[src/rtl/ema_slope_peak_detector_defines.svh]
// ----------------------------------------------------------------------------
// ema_slope_peak_detector_defines
// Assertion macros shared by the peak detector RTL. The checks compile away
// when SYNTHESIS is defined.
// ----------------------------------------------------------------------------
`ifndef EMA_SLOPE_PEAK_DETECTOR_DEFINES_SVH
`define EMA_SLOPE_PEAK_DETECTOR_DEFINES_SVH

`ifndef SYNTHESIS
// Clocked check that is switched off while reset is asserted.
`define ESPD_ASSERT(lbl, prop, msg) \
  lbl: assert property (@(posedge clk) disable iff (!rst_n) prop) else $error(msg);
// Clocked check that also holds during reset.
`define ESPD_ASSERT_ALWAYS(lbl, prop, msg) \
  lbl: assert property (@(posedge clk) prop) else $error(msg);
`else
`define ESPD_ASSERT(lbl, prop, msg)
`define ESPD_ASSERT_ALWAYS(lbl, prop, msg)
`endif

`endif

[src/rtl/espd_pkg.sv]
// ----------------------------------------------------------------------------
// espd_pkg
// Constants, register map and defaults of the smoothed-slope peak detector.
// ----------------------------------------------------------------------------
`timescale 1ns / 1ps
`default_nettype none

package espd_pkg;

  // Default geometry.
  localparam int SAMPLE_WIDTH_DEF = 16;
  localparam int FRAC_BITS_DEF    = 8;
  localparam int INDEX_WIDTH_DEF  = 16;

  // Fixed field widths of the configuration registers.
  localparam int BETA_W  = 8;
  localparam int RUN_W   = 4;
  localparam int LIMIT_W = 16;

  // Run counters saturate at this value.
  localparam logic [RUN_W-1:0] CNT_MAX = 4'd15;

  // Configuration port.
  localparam int CFG_DATA_W = 32;
  localparam int CFG_ADDR_W = 4;

  typedef enum logic [1:0] {
    REG_BETA        = 2'd0,
    REG_RISE_RUN    = 2'd1,
    REG_FALL_RUN    = 2'd2,
    REG_SLOPE_LIMIT = 2'd3
  } cfg_reg_t;

  // Register reset values; beta of 38/256 is roughly 0.15.
  localparam logic [BETA_W-1:0]  BETA_RST     = 8'd38;
  localparam logic [RUN_W-1:0]   RISE_RUN_RST = 4'd3;
  localparam logic [RUN_W-1:0]   FALL_RUN_RST = 4'd3;
  localparam logic [LIMIT_W-1:0] LIMIT_RST    = 16'd255;

endpackage

`default_nettype wire

[src/rtl/ema_slope_peak_detector.sv]
// ----------------------------------------------------------------------------
// ema_slope_peak_detector
// Exponential smoothing of a sample stream, slope tracking and peak reporting.
// ----------------------------------------------------------------------------
// Every sample item yields one result item. Items are accepted at one per
// clock while the output side is ready; an item is held in the input register
// until its result is written to the output register, which happens when that
// register is empty or being drained. The combinational filter update,
// acc + floor(-beta*(acc - sample)/256), feeds back into the accumulator and
// sets that rate. The smoothed value is the integer part of the accumulator;
// the slope is its change since the previous item, and a slope whose
// magnitude reaches slope_limit is replaced by the previous slope. A run of
// rise_run positive slopes arms the detector, and a following run of fall_run
// negative slopes marks a peak on tuser and disarms it. peak_index carries the
// item's index since reset on every result and wraps. Configuration should be
// written only while no item is in flight.
`timescale 1ns / 1ps
`default_nettype none

`include "ema_slope_peak_detector_defines.svh"

module ema_slope_peak_detector #(
  parameter int SAMPLE_WIDTH = espd_pkg::SAMPLE_WIDTH_DEF,
  parameter int FRAC_BITS    = espd_pkg::FRAC_BITS_DEF,
  parameter int INDEX_WIDTH  = espd_pkg::INDEX_WIDTH_DEF,
  localparam int IN_DATA_W   = ((SAMPLE_WIDTH + 7) / 8) * 8,
  localparam int OUT_FIELD_W = 2 * SAMPLE_WIDTH + 1 + INDEX_WIDTH,
  localparam int OUT_DATA_W  = ((OUT_FIELD_W + 7) / 8) * 8
) (
  input  wire logic                            clk,
  input  wire logic                            rst_n,
  // Sample stream.
  input  wire logic                            in_tvalid,
  output      logic                            in_tready,
  input  wire logic [IN_DATA_W-1:0]            in_tdata,   // sample
  // Result stream.
  output      logic                            out_tvalid,
  input  wire logic                            out_tready,
  output      logic [OUT_DATA_W-1:0]           out_tdata,  // smoothed, slope, peak_index
  output      logic                            out_tuser,  // peak_found
  // Configuration port.
  input  wire logic                            cfg_psel,
  input  wire logic                            cfg_penable,
  input  wire logic                            cfg_pwrite,
  input  wire logic [espd_pkg::CFG_ADDR_W-1:0] cfg_paddr,
  input  wire logic [espd_pkg::CFG_DATA_W-1:0] cfg_pwdata,
  output      logic [espd_pkg::CFG_DATA_W-1:0] cfg_prdata,
  output      logic                            cfg_pready
);

  localparam int SW      = SAMPLE_WIDTH;
  localparam int ACC_W   = SAMPLE_WIDTH + FRAC_BITS;
  localparam int PROD_W  = ACC_W + espd_pkg::BETA_W + 2;
  localparam int CMP_W   = ((SW > espd_pkg::LIMIT_W) ? SW : espd_pkg::LIMIT_W) + 1;
  localparam int RUN_W   = espd_pkg::RUN_W;

  // Configuration registers.
  logic [espd_pkg::BETA_W-1:0]  beta_r;
  logic [RUN_W-1:0]             rise_run_r;
  logic [RUN_W-1:0]             fall_run_r;
  logic [espd_pkg::LIMIT_W-1:0] slope_lim_r;

  // Input register.
  logic          s1_valid_r;
  logic [SW-1:0] s1_sample_r;

  // Result register.
  logic                   out_valid_r;
  logic [SW-1:0]          out_smooth_r;
  logic [SW:0]            out_slope_r;
  logic                   out_peak_r;
  logic [INDEX_WIDTH-1:0] out_index_r;

  // Detector state.
  logic [ACC_W-1:0]       acc_r, acc_nxt;
  logic [SW-1:0]          prev_smooth_r;
  logic [SW:0]            prev_slope_r;
  logic [RUN_W-1:0]       rise_cnt_r, rise_cnt_nxt;
  logic [RUN_W-1:0]       fall_cnt_r, fall_cnt_nxt;
  logic                   armed_r, armed_nxt;
  logic [INDEX_WIDTH-1:0] sample_cnt_r;
  logic                   seen_first_r;

  logic                   out_adv;
  logic                   load;
  logic                   cfg_wr;
  espd_pkg::cfg_reg_t     cfg_sel;

  logic signed [ACC_W:0]    diff;
  logic signed [PROD_W-1:0] prod;
  logic signed [PROD_W-1:0] step;
  logic signed [PROD_W-1:0] acc_sum;
  logic [SW-1:0]            smooth_nxt;
  logic signed [SW:0]       delta;
  logic [SW:0]              mag;
  logic                     slope_ok;
  logic [SW:0]              slope_nxt;
  logic                     slope_pos;
  logic                     slope_neg;
  logic [RUN_W-1:0]         rise_inc;
  logic [RUN_W-1:0]         fall_inc;
  logic                     peak_nxt;

  // --------------------------------------------------------------------------
  // Handshake: the input register moves on whenever the result register is
  // empty or being drained in the same cycle.
  // --------------------------------------------------------------------------
  assign out_adv   = !out_valid_r || out_tready;
  assign load      = s1_valid_r && out_adv;
  assign in_tready = !s1_valid_r || out_adv;

  assign out_tvalid = out_valid_r;
  assign out_tdata  = OUT_DATA_W'({out_index_r, out_slope_r, out_smooth_r});
  assign out_tuser  = out_peak_r;

  // --------------------------------------------------------------------------
  // Configuration port.
  // --------------------------------------------------------------------------
  assign cfg_pready = 1'b1;
  assign cfg_wr     = cfg_psel && cfg_penable && cfg_pwrite && cfg_pready;
  assign cfg_sel    = espd_pkg::cfg_reg_t'(cfg_paddr[3:2]);

  always_comb begin
    case (cfg_sel)
      espd_pkg::REG_BETA:        cfg_prdata = espd_pkg::CFG_DATA_W'(beta_r);
      espd_pkg::REG_RISE_RUN:    cfg_prdata = espd_pkg::CFG_DATA_W'(rise_run_r);
      espd_pkg::REG_FALL_RUN:    cfg_prdata = espd_pkg::CFG_DATA_W'(fall_run_r);
      espd_pkg::REG_SLOPE_LIMIT: cfg_prdata = espd_pkg::CFG_DATA_W'(slope_lim_r);
      default:                   cfg_prdata = '0;
    endcase
  end

  always_ff @(posedge clk) begin
    if (!rst_n) begin
      beta_r      <= espd_pkg::BETA_RST;
      rise_run_r  <= espd_pkg::RISE_RUN_RST;
      fall_run_r  <= espd_pkg::FALL_RUN_RST;
      slope_lim_r <= espd_pkg::LIMIT_RST;
    end else if (cfg_wr) begin
      case (cfg_sel)
        espd_pkg::REG_BETA:        beta_r      <= cfg_pwdata[espd_pkg::BETA_W-1:0];
        espd_pkg::REG_RISE_RUN:    rise_run_r  <= cfg_pwdata[RUN_W-1:0];
        espd_pkg::REG_FALL_RUN:    fall_run_r  <= cfg_pwdata[RUN_W-1:0];
        espd_pkg::REG_SLOPE_LIMIT: slope_lim_r <= cfg_pwdata[espd_pkg::LIMIT_W-1:0];
        default: ;
      endcase
    end
  end

  // --------------------------------------------------------------------------
  // Filter: floor((acc*(256-b) + S*b)/256) rewritten as acc + floor(-b*(acc-S)/256),
  // which needs one signed multiply and an arithmetic shift.
  // --------------------------------------------------------------------------
  always_comb begin
    diff    = $signed({1'b0, acc_r}) - $signed({1'b0, s1_sample_r, {FRAC_BITS{1'b0}}});
    prod    = PROD_W'(diff) * $signed({{(PROD_W - espd_pkg::BETA_W){1'b0}}, beta_r});
    step    = (-prod) >>> espd_pkg::BETA_W;
    acc_sum = $signed({{(PROD_W - ACC_W){1'b0}}, acc_r}) + step;
    acc_nxt = acc_sum[ACC_W-1:0];
  end

  assign smooth_nxt = acc_nxt[ACC_W-1:FRAC_BITS];

  // Slope with rejection of implausibly large jumps.
  always_comb begin
    delta     = $signed({1'b0, smooth_nxt}) - $signed({1'b0, prev_smooth_r});
    mag       = delta[SW] ? (SW + 1)'(-delta) : (SW + 1)'(delta);
    slope_ok  = CMP_W'(mag) < CMP_W'(slope_lim_r);
    if (!seen_first_r) begin
      slope_nxt = '0;
    end else if (slope_ok) begin
      slope_nxt = delta;
    end else begin
      slope_nxt = prev_slope_r;
    end
    slope_pos = !slope_nxt[SW] && (slope_nxt != '0);
    slope_neg = slope_nxt[SW];
  end

  // Arm on a run of rises, report on a run of falls after arming.
  always_comb begin
    rise_inc     = (rise_cnt_r == espd_pkg::CNT_MAX) ? rise_cnt_r : rise_cnt_r + 1'b1;
    fall_inc     = (fall_cnt_r == espd_pkg::CNT_MAX) ? fall_cnt_r : fall_cnt_r + 1'b1;
    rise_cnt_nxt = rise_cnt_r;
    fall_cnt_nxt = fall_cnt_r;
    armed_nxt    = armed_r;
    peak_nxt     = 1'b0;
    if (slope_pos && !armed_r) begin
      fall_cnt_nxt = '0;
      rise_cnt_nxt = rise_inc;
      if (rise_inc >= rise_run_r) begin
        armed_nxt = 1'b1;
      end
    end else if (slope_neg && armed_r) begin
      rise_cnt_nxt = '0;
      fall_cnt_nxt = fall_inc;
      if (fall_inc >= fall_run_r) begin
        peak_nxt  = 1'b1;
        armed_nxt = 1'b0;
      end
    end else if (slope_neg) begin
      rise_cnt_nxt = '0;
    end
  end

  // --------------------------------------------------------------------------
  // Registers.
  // --------------------------------------------------------------------------
  always_ff @(posedge clk) begin
    if (!rst_n) begin
      s1_valid_r   <= 1'b0;
      out_valid_r  <= 1'b0;
      acc_r        <= '0;
      prev_smooth_r <= '0;
      prev_slope_r <= '0;
      rise_cnt_r   <= '0;
      fall_cnt_r   <= '0;
      armed_r      <= 1'b0;
      sample_cnt_r <= '0;
      seen_first_r <= 1'b0;
    end else begin
      if (in_tready) begin
        s1_valid_r <= in_tvalid;
      end
      if (out_adv) begin
        out_valid_r <= s1_valid_r;
      end
      if (load) begin
        acc_r         <= acc_nxt;
        prev_smooth_r <= smooth_nxt;
        prev_slope_r  <= slope_nxt;
        rise_cnt_r    <= rise_cnt_nxt;
        fall_cnt_r    <= fall_cnt_nxt;
        armed_r       <= armed_nxt;
        sample_cnt_r  <= sample_cnt_r + 1'b1;
        seen_first_r  <= 1'b1;
      end
    end
  end

  always_ff @(posedge clk) begin
    if (in_tready && in_tvalid) begin
      s1_sample_r <= in_tdata[SW-1:0];
    end
    if (load) begin
      out_smooth_r <= smooth_nxt;
      out_slope_r  <= slope_nxt;
      out_peak_r   <= peak_nxt;
      out_index_r  <= sample_cnt_r;
    end
  end

  // --------------------------------------------------------------------------
  // Checks.
  // --------------------------------------------------------------------------
  `ESPD_ASSERT(a_peak_on_fall, (out_valid_r && out_peak_r) |-> out_slope_r[SW], "peak on rise")
  `ESPD_ASSERT(a_disarm_by_peak, $fell(armed_r) |-> (out_valid_r && out_peak_r), "silent disarm")
  `ESPD_ASSERT(a_index_step, load |=> (sample_cnt_r == $past(sample_cnt_r) + 1'b1), "index skip")
  `ESPD_ASSERT(a_index_out, load |=> (out_index_r == $past(sample_cnt_r)), "wrong result index")
  `ESPD_ASSERT_ALWAYS(a_empty_ready, (rst_n && !out_valid_r) |-> in_tready, "stalled when empty")

endmodule

`default_nettype wire

[config.mk]
export PLATFORM = sky130hd
export DESIGN_NAME = ema_slope_peak_detector
export DESIGN_NICKNAME = d
export VERILOG_FILES = /design/src/rtl/espd_pkg.sv /design/src/rtl/ema_slope_peak_detector.sv
export VERILOG_INCLUDE_DIRS = /design/src /design/src/rtl
export SDC_FILE = /design/constraint.sdc
export NUM_CORES = 1
export LEC_CHECK = 0
export ABC_AREA = 1
export CORE_MARGIN = 5
export CORE_UTILIZATION = 65
export CTS_CLUSTER_SIZE = 25
export DETAILED_ROUTE_END_ITERATION = 6
export DONT_BUFFER_PORTS = 1
export PLACE_DENSITY = 0.88
export SYNTH_ARGS = -nofsm -noshare
export SYNTH_HDL_FRONTEND = slang
export SYNTH_SLANG_ARGS = --single-unit
[constraint.sdc]
create_clock -name clk -period 25.6 [get_ports clk]
set_clock_uncertainty 0.15 [all_clocks]
set_input_delay 6.4 -clock clk [delete_from_list [all_inputs] [get_ports clk]]
set_output_delay 6.4 -clock clk [all_outputs]
set_load 0.03 [all_outputs]
## Word level (Yosys, flattened, before mapping)

Index checks and enable logic that the tools add are counted.

- Register bits after elaboration: 183
- Output and inout bits: 92
- Word-level logic and storage cells: 80

- $add $sub $neg: 8
- Multipliers: 1
- Order comparisons: 3
- Equal/unequal tests: 6
- Mux-type cells: 16
- Bitwise logic cells: 1
- Reduce and logical (&&, ||, !) cells: 26

Operators by type and width:

| operator | number |
|---|---|
| $pmux 32 s4 | 1 |
| $mux 17 | 3 |
| $mul 25x9->32 | 1 |
| $neg 32->32 | 1 |
| $mux 4 | 7 |
| $sub 24x24->25 | 1 |
| $add 24x24->24 | 1 |
| $lt 17x16->1 | 1 |
| $neg 17->17 | 1 |
| $reduce_bool 17->1 | 1 |
| $sub 16x16->17 | 1 |
| $add 16x1->16 const B | 1 |
| $reduce_and 2->1 | 6 |
| $add 4x1->4 const B | 2 |
| $eq 4x4->1 const B | 2 |
| $ge 4x4->1 | 2 |
| $logic_and 1x1->1 | 7 |
| $mux 1 | 5 |
| $eq 2x2->1 const B | 2 |
| $logic_not 1->1 | 4 |
| $reduce_and 4->1 | 1 |
| $reduce_bool 2->1 | 2 |
| $reduce_bool 3->1 | 1 |
| $eq 2x1->1 const B | 1 |
| 5 further kinds | 6 |

## Depth between registers and ports, before layout

- Depth in word-level cells: 15
- Mapped depth: 77
- Mapped depth without buffers: 75

## Worst setup path before layout

Ideal clock, no wire load.

- Path type: input to output
- Start: in cfg_paddr[3] (netlist name)
- End: out cfg_prdata[1] (netlist name)
- Arrival time: 7320 ps
- Required time: 19050 ps
- Slack: 11730 ps
- Cell stages on the path: 3
- Buffers on the path: 0
- Cell sequence: nor2_1 -> inv_1 -> o21ai_0

- Longest elaborated chain between the ends: 2

RTL lines:

| item | line | RTL |
|---|---|---|
| start, declared | ema_slope_peak_detector.sv:45 | `input wire logic [espd_pkg::CFG_ADDR_W-1:0] cfg_paddr,` |
| $eq 2x2->1, or another cell as far along | ema_slope_peak_detector.sv:124 | `case (cfg_sel)` |
| $pmux 32 s4 (*) | ema_slope_peak_detector.sv:124 |  |
| end, declared | ema_slope_peak_detector.sv:47 | `output logic [espd_pkg::CFG_DATA_W-1:0] cfg_prdata,` |

Mark *: on every way between the ends. The rest lies on a longest branch, timed or not. The select of a mux whose other input is x is not followed.

## Worst setup path after layout

- Start: reg acc_r[8]
- End: reg rise_cnt_r[1]

- Longest elaborated chain between the ends: 15

RTL lines:

| item | line | RTL |
|---|---|---|
| start, declared | ema_slope_peak_detector.sv:75 | `logic [ACC_W-1:0] acc_r, acc_nxt;` |
| start signal, assigned | ema_slope_peak_detector.sv:229 | `acc_r <= acc_nxt;` |
| $sub 24x24->25 | ema_slope_peak_detector.sv:155 | `diff = $signed({1'b0, acc_r}) - $signed({1'b0, s1_sample_r, {FRAC_BITS{1'b0}}});` |
| $mul 25x9->32 | ema_slope_peak_detector.sv:156 | `prod = PROD_W'(diff) * $signed({{(PROD_W - espd_pkg::BETA_W){1'b0}}, beta_r});` |
| $neg 32->32 | ema_slope_peak_detector.sv:157 | `step = (-prod) >>> espd_pkg::BETA_W;` |
| $add 24x24->24 (*) | ema_slope_peak_detector.sv:158 | `acc_sum = $signed({{(PROD_W - ACC_W){1'b0}}, acc_r}) + step;` |
| named net acc_sum[23] | ema_slope_peak_detector.sv:92 | `logic signed [PROD_W-1:0] acc_sum;` |
| $sub 16x16->17 (*) | ema_slope_peak_detector.sv:166 | `delta = $signed({1'b0, smooth_nxt}) - $signed({1'b0, prev_smooth_r});` |
| $neg 17->17 | ema_slope_peak_detector.sv:167 | `mag = delta[SW] ? (SW + 1)'(-delta) : (SW + 1)'(delta);` |
| $mux 17 | ema_slope_peak_detector.sv:167 |  |
| $lt 17x16->1 | ema_slope_peak_detector.sv:168 | `slope_ok = CMP_W'(mag) < CMP_W'(slope_lim_r);` |
| $mux 17 (*) | ema_slope_peak_detector.sv:171 | `end else if (slope_ok) begin` |
| $mux 17 (*) | ema_slope_peak_detector.sv:169 | `if (!seen_first_r) begin` |
| $reduce_bool 17->1 / $logic_not 1->1 (equally long branches) | ema_slope_peak_detector.sv:176 | `slope_pos = !slope_nxt[SW] && (slope_nxt != '0);` |
| $logic_and 1x1->1 | ema_slope_peak_detector.sv:176 |  |
| $logic_and 1x1->1 | ema_slope_peak_detector.sv:188 | `if (slope_pos && !armed_r) begin` |
| $reduce_bool 3->1 (no line) | - |  |
| $reduce_and 2->1 (no line) | - |  |
| end signal, assigned | ema_slope_peak_detector.sv:232 | `rise_cnt_r <= rise_cnt_nxt;` |
| end, declared | ema_slope_peak_detector.sv:78 | `logic [RUN_W-1:0] rise_cnt_r, rise_cnt_nxt;` |

The timed path passes the listed nets; every way through them passes the cells marked *.
A chain may end at the register's enable or synchronous reset.

==> flow_summary.ini <==
[finish]
nets = 2600
drive_gt1_share_pct = 3.96
area_delta_synth_final_pct = 4.33
fillers = 2078

[detailed_routing]
drt_wl_total_um = 41400
wl_per_cell_um = 16.1
drc = 0
antenna_left = 0
drt_iter0_drc = 1083
num_vias = 14300
vias_per_cell = 5.59
first_pass_iters = 7

[global_routing]
grt_pass1_wl_um = 68900
grt.busiest_layer = met2
grt_pass1_vias = 14800
gr-total-overflow = 0
grtUsageMet2_pct = 47.7
grt_max_degree = 101
met3_usage_pct = 6.52
met1_usage_pct = 32.7
grt.total_usage_pct = 27.6
antenna_found_initial = 2

[yosys]
ys_seq_elements = 167
synth_cell_types = 51
synth.avg_cell_area_um2 = 7.77
synth_edf_count = 66
synth_flop_cell = dfxtp_1
synth-async-reset-ratio_pct = 0
syn_inst = 2242
synth_seq_area_share_pct = 23.0
synth_area_um2 = 17400
ys_warn_count = 0

[critical_path]
max_stage_delay_ns = 0.54
worst_ep_arrival_time_ns = 14.61
cp-start-kind = register
slowest_stage = o31ai_1
critPathMaxFanout = 18
crit_start = acc_r[8]
crit_buf_inv = 8
cp-end-kind = register
r2r_slack_ns = 11.20
cpLargestDelayFamily = adder cells
r2r-start = acc_r[8]
r2r_cells = 64
criticalPathCategory = reg2reg
rr_endpoint = rise_cnt_r[1]
required_ns = 25.82
crit_path_end = rise_cnt_r[1]
cp.depth = 64
crit_path_frequent_cell = nand2_1

[timing]
rsz0062_at_grt = false
relSlewSlack_pct = 21.1
period_share_pct = 56.2
timing.fmax_mhz = 69.5
hold_viol = 0
post-route-min-period_ns = 14.40
setup_viol = 0
setup_tns_ns = 0
report.final.slew_viol_count = 0
tightest_slew_ns = 1.17

[clock_network]
cts_buffer_depth = 2
clk-insertion-delay-late_ns = 0.44
numCtsBuffers = 17
root_buffer = clkbuf_16
postCtsSetupRepairBufs = 0
htreeDepth = 4
hold_buffers = 0
ctsResizeCount = 0
clock-sinks = 167
cts_tree = yes
clk_pin_slew_ns = 0.07

[floorplanning]
die_x_um = 174
ioPinCount = 151
rows = 60
initial_utilization_pct = 65.3
fp.dieH_um = 174
coreArea_um2 = 26700
die_area_um2 = 30200

[worst_hold_path]
hp-class = reg2reg

[placement]
globalplace.congestion = 0.939
port_buffers = 0
place_hpwl_um = 32400

[outcome]
outcome = finished, final reports clean

[flow_run]
maxCapViolations = 0
## worst min path at each step
stage,start,to,slack [ns],cells past startpoint
2_1_floorplan,sample_cnt_r[13],out_index_r[13],0.26,0
3_3_place_gp,sample_cnt_r[6],out_index_r[6],0.26,0
3_5_place_dp,sample_cnt_r[8],out_index_r[8],0.27,0
4_1_cts,sample_cnt_r[8],out_index_r[8],0.29,0
5_1_grt,sample_cnt_r[13],out_index_r[13],0.31,0
6_report,sample_cnt_r[8],out_index_r[8],0.29,0
## cells in the mapped netlist (all sizes together) (5+ instances only)
library cell  instances  share of area [%]
clkbuf               46               0.99
inv                 537                 12
o22ai                 6               0.22
ha                  178                 13
nor2                192                4.3
nand3b                5               0.22
buf                  33                1.4
xnor2                27                1.4
a21boi                5               0.22
a21oi               162                4.8
fa                  155                 18
o21ai               104                3.1
o21bai                7               0.30
nand4                32                1.2
nand2               383                8.5
edfxtp               66                 11
nand3                74                2.5
dfxtp               101                 12
a31oi                 5               0.18
o211ai               15               0.65
xor2                 61                3.2
nor3                 13               0.37
## stage by stage
step / instances / util, % / cell area, µm² / setup WS (ns) / hold WS [ns]
2_1_floorplan: 2264 / - / 17500 / 11.73 / 0.258
3_5_place_dp: 2530 / 65.8 / 17500 / 11.45 / 0.267
6_report: 2564 / 68.2 / 18200 / 11.20 / 0.286
3_3_place_gp: 2530 / 65.8 / 17500 / 11.48 / 0.263
4_1_cts: 2562 / 68.1 / 18200 / 11.44 / 0.291
5_1_grt: 2564 / 68.2 / 18200 / 10.26 / 0.309
## per-layer routing
metal / wire length, µm / vias to the layer above
met3: 2960 / 139
li1: - / 6839
met5: 0 / -
met4: 1920 / 0
met2: 20100 / 525
met1: 16400 / 6835
## registers in the layout (all words and copies together) (netlist names)
register      flops
acc_r            24
out_slope_r      17
prev_slope_r     17
out_index_r      16
out_smooth_r     16
s1_sample_r      16
sample_cnt_r     16
slope_lim_r      16
beta_r            8
fall_cnt_r        4
fall_run_r        4
rise_cnt_r        4
rise_run_r        4
armed_r           1
out_tuser         1
out_tvalid        1
s1_valid_r        1
seen_first_r      1
## cell usage in the layout (no fill, tap or decap), drive strengths merged, types with 2 or more instances in the layout
master / instances
a21oi: 162
nor3: 13
a31oi: 5
o211ai: 15
xor2: 61
nor4: 3
nor2: 192
a211oi: 4
nand4: 32
a21boi: 5
fa: 155
a21o: 3
ha: 178
edfxtp: 66
o221ai: 2
nand3b: 5
buf: 4
or2: 3
nand2: 383
inv: 542
o21bai: 7
clkinv: 9
dfxtp: 101
nand3: 74
o22ai: 6
conb: 24
o31ai: 4
and2: 4
diode: 2
clkbuf: 18
xnor2: 27
mux2: 2
o21ai: 104
o21a: 2
## final cells by class
class,instances,area (µm²),area share (%)
multi-input cells,1479,11100,60.9
flip-flops and latches,167,4000,22.0
inverters,539,2020,11.1
clock buffers,18,439,2.42
well taps,341,427,2.35
clock inverters,14,179,0.985
repair buffers,4,30.0,0.165
diodes,2,5.00,0.0276
## kinds of logic after synthesis
kind of cell / Yosys count / share of synthesized area, %
fa+ha+maj: 333 / 30.6
xor+xnor: 88 / 4.53
simple gates: 710 / 17.5
flops: 167 / 23.0
other cells: 2 / 0.0431
compound gates: 322 / 10.2
mux: 2 / 0.129
buf+inv: 618 / 14.0
Power is not shown: default switching activity piles up to over one toggle a cycle in this logic, so the estimate is an artifact.
